File: src/rtl/core/bhist_pkg.sv
package bhist_pkg;

  // defaults for the top-level parameters
  localparam int SYMBOL_BITS_DEF = 8;
  localparam int COUNT_WIDTH_DEF = 32;

  // fixed field widths of the stream items
  localparam int REQ_W    = 2;
  localparam int SYM_W    = 8;
  localparam int SCALE_W  = 8;
  localparam int LEN_W    = 8;
  localparam int OUT_CW   = 32;
  localparam int OUT_DATA_W = LEN_W + 2 * OUT_CW;

  localparam logic [SCALE_W-1:0] BAR_SCALE_RESET = 8'd76;

  // request codes on the input stream
  localparam logic [REQ_W-1:0] REQ_COUNT = 2'd0;
  localparam logic [REQ_W-1:0] REQ_QUERY = 2'd1;
  localparam logic [REQ_W-1:0] REQ_CLEAR = 2'd2;

  // command queue between front and back
  localparam int QUEUE_DEPTH = 4;
  localparam int QUEUE_AW    = 2;

  typedef enum logic [1:0] {
    OP_COUNT,
    OP_QUERY,
    OP_CLEAR
  } op_t;

  typedef struct packed {
    op_t              op;
    logic [SYM_W-1:0] symbol;
  } q_entry_t;

  typedef struct packed {
    logic sweep_busy;
    logic init_done;
  } back_status_t;

  typedef enum logic [2:0] {
    ST_CLEAR,
    ST_IDLE,
    ST_CNT_WR,
    ST_Q_RD,
    ST_DIV,
    ST_OUT
  } back_state_t;

endpackage

File: src/rtl/core/bhist_queue.sv
module bhist_queue
  import bhist_pkg::*;
(
  input  logic     clk,
  input  logic     rst_n,
  input  logic     push,
  input  q_entry_t push_entry,
  input  logic     pop,
  output q_entry_t head_entry,
  output logic     full,
  output logic     empty
);

  q_entry_t              slots_r [QUEUE_DEPTH];
  logic [QUEUE_AW-1:0]   wr_ptr_r, wr_ptr_nxt;
  logic [QUEUE_AW-1:0]   rd_ptr_r, rd_ptr_nxt;
  logic [QUEUE_AW:0]     fill_r, fill_nxt;
  logic                  do_push, do_pop;

  assign full       = (fill_r == QUEUE_AW'(0) + (QUEUE_AW+1)'(QUEUE_DEPTH));
  assign empty      = (fill_r == '0);
  assign head_entry = slots_r[rd_ptr_r];
  assign do_push    = push && !full;
  assign do_pop     = pop && !empty;

  always_comb begin
    wr_ptr_nxt = do_push ? wr_ptr_r + 1'b1 : wr_ptr_r;
    rd_ptr_nxt = do_pop ? rd_ptr_r + 1'b1 : rd_ptr_r;
    fill_nxt   = fill_r;
    if (do_push && !do_pop) begin
      fill_nxt = fill_r + 1'b1;
    end else if (do_pop && !do_push) begin
      fill_nxt = fill_r - 1'b1;
    end
  end

  always_ff @(posedge clk) begin
    if (!rst_n) begin
      wr_ptr_r <= '0;
      rd_ptr_r <= '0;
      fill_r   <= '0;
    end else begin
      wr_ptr_r <= wr_ptr_nxt;
      rd_ptr_r <= rd_ptr_nxt;
      fill_r   <= fill_nxt;
    end
  end

  always_ff @(posedge clk) begin
    if (do_push) begin
      slots_r[wr_ptr_r] <= push_entry;
    end
  end

endmodule

File: config.mk
export PLATFORM = sky130hd
export DESIGN_NAME = bhist_queue
export DESIGN_NICKNAME = d
export VERILOG_FILES = /design/src/rtl/core/bhist_pkg.sv /design/src/rtl/core/bhist_queue.sv
export SDC_FILE = /design/constraint.sdc
export NUM_CORES = 1
export LEC_CHECK = 0
export BUFFER_PORTS_ARGS = -buffer_cell sky130_fd_sc_hd__buf_2
export CAP_MARGIN = 10
export CORE_ASPECT_RATIO = 2
export CORE_MARGIN = 3
export CORE_UTILIZATION = 40
export DETAILED_ROUTE_END_ITERATION = 16
export RECOVER_POWER = 100
export SKIP_CTS_REPAIR_TIMING = 1
export SLEW_MARGIN = 20
export SYNTH_ARGS = -nofsm -noshare
export SYNTH_HDL_FRONTEND = slang
export SYNTH_SLANG_ARGS = --single-unit
File: constraint.sdc
create_clock -name clk -period 5.7 [get_ports clk]
set_input_delay 0.285 -clock clk [delete_from_list [all_inputs] [get_ports clk]]
set_output_delay 0.285 -clock clk [all_outputs]
set_load 0.02 [all_outputs]
==> metrics.md, run 1 <==
| Metric | Value |
|---|---|
| Vias in the first global route | `1043` |
| Setup TNS | `0 ps` |
| Peak supply drop | `251.2 uV` |
| Crit path kind | `reg2reg` |
| Ports | `26` |
| Dpl cell area | `2095 um^2` |
| Netlist cell types | `22` |
| Global Route met2 Usage | `0.2169` |
| Wirelength, routed | `3.021 mm` |
| Die height | `104.1 um` |
| Synth top area share | `0.6242` |
| Number of synthesized flops with an enable pin | `40` |
| Syn. warnings | `0` |
| Ant diodes | `0` |
| Final instance area | `2163 um^2` |
| Worst r2r path cells | `8` |
| Endpoint class of the critical path | `flip-flop` |
| GRT Util Overall | `0.1284` |
| Hpwl dp | `2.187 mm` |
| Post-synth top cells | `40 x edfxtp_1, 10 x mux4_2, 9 x dfxtp_1` |
| Crit Path Max Fanout | `7` |
| Pint | `0.0006801 W` |
| Pleak | `0.7056 nW` |
| Chip width | `55.05 um` |
| Instance count of the mapped netlist | `100` |
| CTS buffer count | `5` |
| Clk slew on worst S/H paths | `80 ps` |
| Synthesized area per cell | `19.24 um^2` |
| Seq/Total Area, Yosys | `0.7178` |
| DRC Markers | `0` |
| CTS tree | `yes` |
| Worst Path Buf+Inv | `1` |
| PortBufs | `25` |
| Post-DRT Antenna Nets | `0` |
| TritonRoute pass-1 iters | `4` |
| Final worst path period share | `0.4209` |
| WHS Path Cells | `1` |
| Ys async rst share | `0` |
| H-Tree Depth | `2` |
| Slew margin rel. | `0.4747` |
| Clock root buffer | `clkbuf_8` |
| DRT iter0 DRCs | `21` |
| Clk network pwr share | `0.243` |
| Worst-Margin Slew | `787.5 ps` |
| Starting Density | `0.4146` |
| Status | `finished, final reports clean` |
| Top FF cell, synth | `edfxtp_1` |
| Most numerous cell in the Yosys netlist | `edfxtp_1` |
| Total of max-cap violations | `0` |
| DR vias | `916` |
| Minimum clock period | `2399 ps` |
| Clock tree buffer depth | `2` |
| Comb power frac | `0.253` |
| P&R area growth vs syn | `12.42%` |
| Die area | `5730 um^2` |
| Core area | `4642 um^2` |
| Slowest cell delay on critical path | `470 ps` |
| Maximum clock rate | `0.4168 GHz` |
| Final Slew Violations | `0` |
| Drt wl/cell | `16.42 um` |
| Vias per cell | `4.978` |
| Post-synth top area cell | `edfxtp_1` |
| Final #Nets | `148` |
| # rows | `35` |
| Worst min-delay path class | `in2reg` |
| Pin count of the biggest net entering global routing | `15` |
| PwrDens | `446.0 nW/um^2` |
| Fin. Hold Viols | `0` |
| Main area contributors after synthesis | `edfxtp_1 62%, mux4_2 12%, dfxtp_1 9.4%` |
| Clock Skew | `5.563 ps` |
| RSZ-0062 raised after global routing | `no` |
| Setup crit start kind | `flip-flop` |
| Global route overflow | `0` |
| Syn Std Cell Area | `1924 um^2` |
| FF+latch count, synth | `49` |
| Final Setup Violations | `0` |
| Crit-path cells | `nor3b_1 -> nor2b_1 -> ha_1 -> inv_1 -> fa_1 -> xor2_1 -> or3_1 -> a21boi_0` |
| Initial antenna violation count | `0` |
| Slowest CP cell | `dfxtp_1` |
| Core Util, Final | `0.4660` |
| Switching Fraction | `0.2951` |
| Crit path required time | `5920 ps` |
| Crit. path cell count | `8` |
| GPL Wtd Cong | `0.6259` |
| Top Usage Layer GRT | `met2` |
| First-pass GRT wire length | `5.126 mm` |
| GR Util met3 | `0.03443` |
| Synthesized Nets | `120` |
| Flop pwr share | `0.504` |
| Layout cells sized above 1 | `0.1473` |
| Crit path DAT | `2620 ps` |
| Family with the most delay on the worst path | `simple AND/OR/NAND/NOR gates` |
| Psw | `0.0002847 W` |
| GRT met1 Usage | `0.1384` |
| Clock sinks | `49` |
| Clk_lat worst skew | `290 ps` |
## layer usage
layer / routed length (um) / share of wire
met3: 136 / 0.045
met5: 0 / 0
met1: 1105 / 0.37
met2: 1701 / 0.56
met4: 78 / 0.026
## worst register-to-register path, stage by stage (launching register included)
cell and delay (ps):
dfxtp_1 470, nor3b_1 100, nor2b_1 390, ha_1 270, inv_1 70, fa_1 380, xor2_1 160, or3_1 300
a21boi_0 180
## sequential cells by signal (all words and copies together), names as in the netlist, named ones only
signal	count
slots_r	40
fill_r	3
wr_ptr_r	2
rd_ptr_r	2
## through the flow
step	worst slack (ps)	total power (W)	cells	hold WS (ps)
floorplan	3630	0.0006837	100	383.9
global placement	3457	0.0007487	176	478.6
detailed placement	3298	0.0007624	176	507.6
CTS	3272	0.0009957	184	194.6
global route	3111	0.001023	184	259.6
finish	3301	0.0009648	184	248.0
## kinds of logic (layout without fill, tap and decap cells)
logic type                 after synthesis  in the layout  share of synthesized area
buffers and inverters                    7             36                    0.01820
adders and majority gates                6              6                    0.04291
muxes                                   13             13                     0.1326
DFF                                     49             49                     0.7178
xor gates and xnor gates                 4              4                    0.01821
AOI/OAI and AO/OA                        4              4                    0.01755
and+or+nand+nor                         17             17                    0.05266
## cell type report
cell class | instances | area, um^2
timing repair buffer | 25 | 97.59
inverter | 3 | 11.26
fill | 438 | 2479
tap | 55 | 68.82
sequential | 49 | 1381
multi-input combinational | 44 | 498.0
clock inverter | 2 | 33.78
clock buffer | 6 | 72.57
## cells in the final DEF (no fill, tap or decap)
master / count
edfxtp_1: 40
clkbuf_1: 23
mux4_2: 10
dfxtp_1: 9
and2_0: 7
ha_1: 5
clkbuf_8: 5
nand2_1: 4
inv_1: 3
xnor2_1: 3
mux2i_1: 3
buf_2: 3
nor2b_1: 2
nor3b_1: 1
nor3_1: 1
o31ai_1: 1
and2_1: 1
o311ai_0: 1
xor2_1: 1
o21ai_0: 1
or3_1: 1
a21boi_0: 1
fa_1: 1
bufinv_16: 1
clkinv_1: 1
## worst paths after layout
kind,from,endpoint,slack [ps]
setup / recovery,fill_r[0],fill_r[2],3300
hold / removal,push_entry[4],slots_r[3][4],250
setup reg to reg,fill_r[0],fill_r[2],3300
hold reg to reg,wr_ptr_r[1],wr_ptr_r[1],520
## power by group through the flow
stage          Clock [W]  Sequential [W]  Combinational (W)
3_3_place_gp           0        0.000496           0.000253
3_5_place_dp           0        0.000500           0.000262
2_1_floorplan          0        0.000467           0.000217
5_1_grt         0.000255        0.000497           0.000271
6_report        0.000234        0.000486           0.000244
4_1_cts         0.000241        0.000492           0.000263
(Power assumes the default switching activity.)
==> run 2, diff against run 1 <==
--- a/config.mk
+++ b/config.mk
@@ -5,6 +5,7 @@
 export SDC_FILE = /design/constraint.sdc
 export NUM_CORES = 1
 export LEC_CHECK = 0
+export ABC_AREA = 1
 export BUFFER_PORTS_ARGS = -buffer_cell sky130_fd_sc_hd__buf_2
 export CAP_MARGIN = 10
 export CORE_ASPECT_RATIO = 2
==> constraint.sdc (replaced) <==
create_clock -name clk -period 2.2 [get_ports clk]
set_input_delay 0.11 -clock clk [delete_from_list [all_inputs] [get_ports clk]]
set_output_delay 0.11 -clock clk [all_outputs]
set_load 0.02 [all_outputs]
==> run 2 against run 1 <==
Compared with the run above: sequential power is 150% higher; clock skew increased by 2.0 ps; sequential cell count unchanged; synthesized cell count grew 67%; fmax rose by 25%; global-route usage grew 1.2 points; first-iteration DRC count up 57%; combinational power rose to 3.2 times the previous value; synthesized area up 3.1%; die area increased by 2.9%; critical path depth up 2; non-clock buffer count grew 5; highest routed layer unchanged.
==> metrics.md, run 2 <==
| Metric | Value |
|---|---|
| PwrDens | `1126 nW/um^2` |
| Synthesized Nets | `187` |
| Setup crit start kind | `flip-flop` |
| Max FFs per register | `40` |
| Post-synth top area cell | `edfxtp_1` |
| Final Setup Violations | `0` |
| Crit path kind | `reg2reg` |
| GR Util met3 | `0.03186` |
| Syn. warnings | `0` |
| Wirelength, routed | `3.845 mm` |
| Syn Std Cell Area | `1984 um^2` |
| TritonRoute pass-1 iters | `6` |
| Ant diodes | `0` |
| P&R area growth vs syn | `12.23%` |
| Vias per cell | `5.196` |
| Minimum clock period | `1920 ps` |
| CTS tree | `yes` |
| Number of synthesized flops with an enable pin | `40` |
| Die height | `105.6 um` |
| Pleak | `0.8064 nW` |
| GPL Wtd Cong | `0.7633` |
| Dpl cells | `247` |
| Psw | `0.0008915 W` |
| Vias in the first global route | `1352` |
| Largest Register | `slots_r` |
| Pin count of the biggest net entering global routing | `21` |
| Worst min-delay path class | `in2reg` |
| Starting Density | `0.4235` |
| Synthesized area per cell | `11.88 um^2` |
| Final #Nets | `219` |
| Peak supply drop | `845.5 uV` |
| Clock tree buffer depth | `2` |
| # rows | `35` |
| Clk network pwr share | `0.212` |
| Maximum clock rate | `0.5209 GHz` |
| Chip width | `55.81 um` |
| Netlist cell types | `19` |
| Total of max-cap violations | `0` |
| Global route overflow | `0` |
| Core Util, Final | `0.4753` |
| Crit Path Max Fanout | `4` |
| Biggest regs | `slots_r: 40 flops, fill_r: 3 flops` |
| Worst hold slack | `58.45 ps` |
| Synth top area share | `0.6053` |
| Seq. cell area | `1381 um^2` |
| Finished Layout Cells | `255` |
| Pint | `0.001615 W` |
| DRT iter0 DRCs | `33` |
| Core area | `4686 um^2` |
| Ys async rst share | `0` |
| Final worst path period share | `0.8727` |
| Fin. Hold Viols | `0` |
| Top Usage Layer GRT | `met2` |
| Seq/Total Area, Yosys | `0.6961` |
| Post-synth top cells | `40 x edfxtp_1, 33 x nor2_1, 21 x o21ai_0` |
| GRT Util Overall | `0.1403` |
| Comb power frac | `0.308` |
| Multi-input gate area | `495.5 um^2` |
| Instance count of the mapped netlist | `167` |
| # fillers | `430` |
| Top FF cell, synth | `edfxtp_1` |
| Switching Fraction | `0.3556` |
| Final Slew Violations | `0` |
| Total power draw | `0.002507 W` |
| Worst-Margin Slew | `685.9 ps` |
| DRC Markers | `0` |
| Global Route met2 Usage | `0.2653` |
| Main area contributors after synthesis | `edfxtp_1 61%, dfxtp_1 9.1%, nor2_1 6.2%` |
| Clock Skew | `7.576 ps` |
| Commonest non-fill, non-tap cell in the layout | `edfxtp_1` |
| Clock root buffer | `clkbuf_8` |
| Clk slew on worst S/H paths | `80 ps` |
| First-pass GRT wire length | `6.285 mm` |
| DR vias | `1325` |
| Status | `finished, final reports clean` |
| Post-DRT Antenna Nets | `0` |
| RSZ-0062 raised after global routing | `no` |
| PortBufs | `25` |
| Setup TNS | `0 ps` |
| Layout cells sized above 1 | `0.07000` |
| Most numerous cell in the Yosys netlist | `edfxtp_1` |
| GRT met1 Usage | `0.1326` |
| Clk_lat worst skew | `300 ps` |
| Clock sinks | `49` |
| Most frequent cells in the layout | `40 x edfxtp_1, 34 x nor2_1, 27 x clkbuf_1` |
| Drt wl/cell | `15.08 um` |
| FF+latch count, synth | `49` |
| Hpwl dp | `2.746 mm` |
| Slew margin rel. | `0.5428` |
| Crit path required time | `2390 ps` |
| Flop pwr share | `0.480` |
| Crit path DAT | `2110 ps` |
| Die area | `5894 um^2` |
| Ports | `26` |
| CTS buffer count | `5` |
| Initial antenna violation count | `0` |
| Endpoint class of the critical path | `flip-flop` |
| H-Tree Depth | `2` |
==> run 2: per-stage QoR <==
stage	setup WS [ps]	instance area [um^2]
6_report	280.1	2227
5_1_grt	88.24	2227
4_1_cts	359.3	2285
3_5_place_dp	378.1	2191
3_3_place_gp	499.9	2191
2_1_floorplan	550.1	1984
==> run 2: layout make-up <==
cell class	instances	share of cell area
tap	55	0.03090
clock inverter	1	0.003371
inverter	18	0.03034
clock buffer	7	0.03876
multi-input combinational	95	0.2225
timing repair buffer	30	0.05393
sequential	49	0.6202
==> run 2: power by group through the flow <==
stage               clock network [W]  logic [W]  registers (W)
finish                       0.000532   0.000772        0.00120
global route                 0.000587   0.000877        0.00122
CTS                          0.000555   0.000835        0.00121
detailed placement                  0   0.000833        0.00123
global placement                    0   0.000790        0.00122
floorplan                           0   0.000585        0.00121
==> run 2: cell families (layout without fill, tap and decap cells) <==
kind of cell,Yosys count,after routing,share of synthesized area
AND/OR/NAND/NOR,54,54,0.1192
flip-flops,49,49,0.6961
AO/OA/AOI/OAI,34,34,0.09205
buffers and inverters,23,56,0.04665
adder cells (fa/ha/maj),6,6,0.04161
XOR/XNOR,1,1,0.004414
==> run 2: path summary, 6_finish.rpt <==
check,startpoint,end,slack (ps),cells after the start
worst max-delay path,fill_r[0],fill_r[2],280,10
worst min-delay path,push_entry[9],slots_r[2][9],60,1
worst max register to register,fill_r[0],fill_r[2],280,10
worst min register to register,rd_ptr_r[0],rd_ptr_r[0],510,2
==> run 2: worst max-delay path: stages (launching register included) <==
cell	delay (ps)
dfxtp_1	350
nor2_1	130
nand2_1	140
nand2_1	170
ha_1	190
inv_1	70
fa_1	390
nand2_1	90
nand3_1	100
nor2_1	110
nor2_1	60
==> run 2: metal layers <==
metal  vias up  wire [um]  part of all wire
met5         -          0                 0
met1       640       1334              0.35
met3         6        172             0.045
met2        41       2243              0.58
li1        638          -                 -
met4         0         94             0.024
==> run 3, diff against run 2 <==
--- a/config.mk
+++ b/config.mk
@@ -10,8 +10,9 @@
 export CAP_MARGIN = 10
 export CORE_ASPECT_RATIO = 2
 export CORE_MARGIN = 3
-export CORE_UTILIZATION = 40
+export CORE_UTILIZATION = 50
 export DETAILED_ROUTE_END_ITERATION = 16
+export PLACE_DENSITY = 0.73
 export RECOVER_POWER = 100
 export SKIP_CTS_REPAIR_TIMING = 1
 export SLEW_MARGIN = 20
==> run 3 against run 2 <==
Compared with the run above: clock power up 20%; non-clock buffer count unchanged; sequential share of layout area down 0.62 points; critical path type unchanged; routed wire length down 2.9%; combinational power about the same; power up 4.4%; global-route usage up 3.3 points.
==> metrics.md, run 3 (synthesis results as in run 2) <==
| Metric | Value |
|---|---|
| Reg2reg end | `fill_r[2]` |
| Worst Path Buf+Inv | `2` |
| Clk slew on worst S/H paths | `80 ps` |
| CTS buffer count | `5` |
| Worst min-delay path class | `in2reg` |
| DRT iter0 DRCs | `42` |
| Setup TNS | `0 ps` |
| Core Util, Final | `0.6042` |
| Largest Register | `slots_r` |
| Slew margin rel. | `0.5728` |
| Family with the most delay on the worst path | `simple AND/OR/NAND/NOR gates` |
| PwrDens | `1163 nW/um^2` |
| Status | `finished, final reports clean` |
| Worst r2r src | `fill_r[0]` |
| Setup crit start kind | `flip-flop` |
| Final worst path period share | `0.8666` |
| Final Setup Violations | `0` |
| Most frequent CP cell | `nor2_1` |
| Max FFs per register | `40` |
| Starting Density | `0.5329` |
| Maximum clock rate | `0.5245 GHz` |
| Dpl cells | `241` |
| Chip width | `50.55 um` |
| GRT Util Overall | `0.1729` |
| GPL Wtd Cong | `0.7769` |
| DR vias | `1299` |
| RSZ-0062 raised after global routing | `no` |
| Peak supply drop | `648.4 uV` |
| Vias per cell | `5.217` |
| Clock tree buffer depth | `2` |
| Clk_lat worst skew | `300 ps` |
| Biggest regs | `slots_r: 40 flops, fill_r: 3 flops` |
| TritonRoute pass-1 iters | `4` |
| Clock Skew | `3.282 ps` |
| Crit path kind | `reg2reg` |
| Finished Layout Cells | `249` |
| Hpwl dp | `2.610 mm` |
| Commonest non-fill, non-tap cell in the layout | `edfxtp_1` |
| Initial antenna violation count | `0` |
| P&R area growth vs syn | `13.37%` |
| Crit Path Max Fanout | `5` |
| Fin. Hold Viols | `0` |
| Worst r2r path cells | `11` |
| Ant diodes | `0` |
| Final instance area | `2250 um^2` |
| Crit path DAT | `2110 ps` |
| H-Tree Depth | `2` |
| Crit path required time | `2400 ps` |
| Slowest CP cell | `dfxtp_1` |
| CTS tree | `yes` |
| Total of max-cap violations | `0` |
| Final #Nets | `219` |
| Die area | `4806 um^2` |
| PortBufs | `25` |
| Pleak | `0.8277 nW` |
| Layout cells sized above 1 | `0.07000` |
| Drt wl/cell | `14.99 um` |
| Die height | `95.09 um` |
| Ports | `26` |
| Dpl cell area | `2183 um^2` |
| WHS Path Cells | `1` |
| CP Launch Point | `fill_r[0]` |
| Endpoint class of the critical path | `flip-flop` |
| Reg-to-reg slack, setup | `290 ps` |
| Global route overflow | `0` |
| Clock root buffer | `clkbuf_8` |
| Pin count of the biggest net entering global routing | `21` |
| Worst-Margin Slew | `640.8 ps` |
| Clock sinks | `49` |
| Core area | `3724 um^2` |
| Slowest cell delay on critical path | `410 ps` |
| Final Slew Violations | `0` |
| DRC Markers | `0` |
| Crit. path cell count | `11` |
| Crit path to | `fill_r[2]` |
| First-pass GRT wire length | `5.913 mm` |
| Most frequent cells in the layout | `40 x edfxtp_1, 34 x nor2_1, 26 x clkbuf_1` |
| # rows | `31` |
| Total power draw | `0.002616 W` |
| Post-DRT Antenna Nets | `0` |
| Wirelength, routed | `3.732 mm` |
| Crit-path cells | `nor2_1 -> nand2_1 -> nand2_4 -> inv_1 -> ha_1 -> inv_1 -> fa_1 -> nand2_1 -> nand3_1 -> nor2_1 -> nor2_1` |
| Vias in the first global route | `1366` |
| Minimum clock period | `1907 ps` |
[run 3: cell types whose count changed in the layout (fill, tap and decap cells not counted), sizes merged]
cell,before,now
clkinv,0,1
clkinvlp,1,0
[run 3: worst min path at each step]
| stage | slack, ps | endpoint | from |
|---|---|---|---|
| floorplan | 210 | slots_r[0][0] | push_entry[0] |
| global placement | 320 | slots_r[2][6] | push_entry[6] |
| detailed placement | 330 | slots_r[0][6] | push_entry[6] |
| CTS | 7 | slots_r[0][6] | push_entry[6] |
| global route | 60 | slots_r[3][4] | push_entry[4] |
| finish | 60 | slots_r[3][7] | push_entry[7] |
[run 3: final cells by class]
cell class,instances,area (um^2)
inverter,18,67.56
tap,49,61.31
fill,329,1474
clock inverter,1,5.005
sequential,49,1381
multi-input combinational,95,495.5
timing repair buffer,30,120.1
clock buffer,7,118.9
[run 3: worst register-to-register path: stages (launching register included)]
cell and delay [ps]:
dfxtp_1 410, nor2_1 80, nand2_1 160, nand2_4 80
inv_1 100, ha_1 170, inv_1 70, fa_1 390
nand2_1 80, nand3_1 90, nor2_1 120, nor2_1 60
[run 3: through the flow]
step	hold slack (ps)	worst slack [ps]
global route	56.72	98.93
finish	58.27	293.5
CTS	7.444	368.5
floorplan	208.9	550.1
global placement	318.2	496.3
detailed placement	327.8	385.9
[run 3: where the power goes]
group          total (W)  switching, W  internal, W
Clock           0.000639      0.000279     0.000360
Combinational   0.000775      0.000550     0.000225
Sequential       0.00120     0.0000669      0.00114
Total            0.00262      0.000896      0.00172
[run 3: routing by layer]
metal,vias up,share of wire,track usage
li1,635,-,-
met1,624,0.35,0.1433
met2,33,0.58,0.3406
met3,7,0.048,0.04069
met4,0,0.024,0.1124
met5,-,0,0
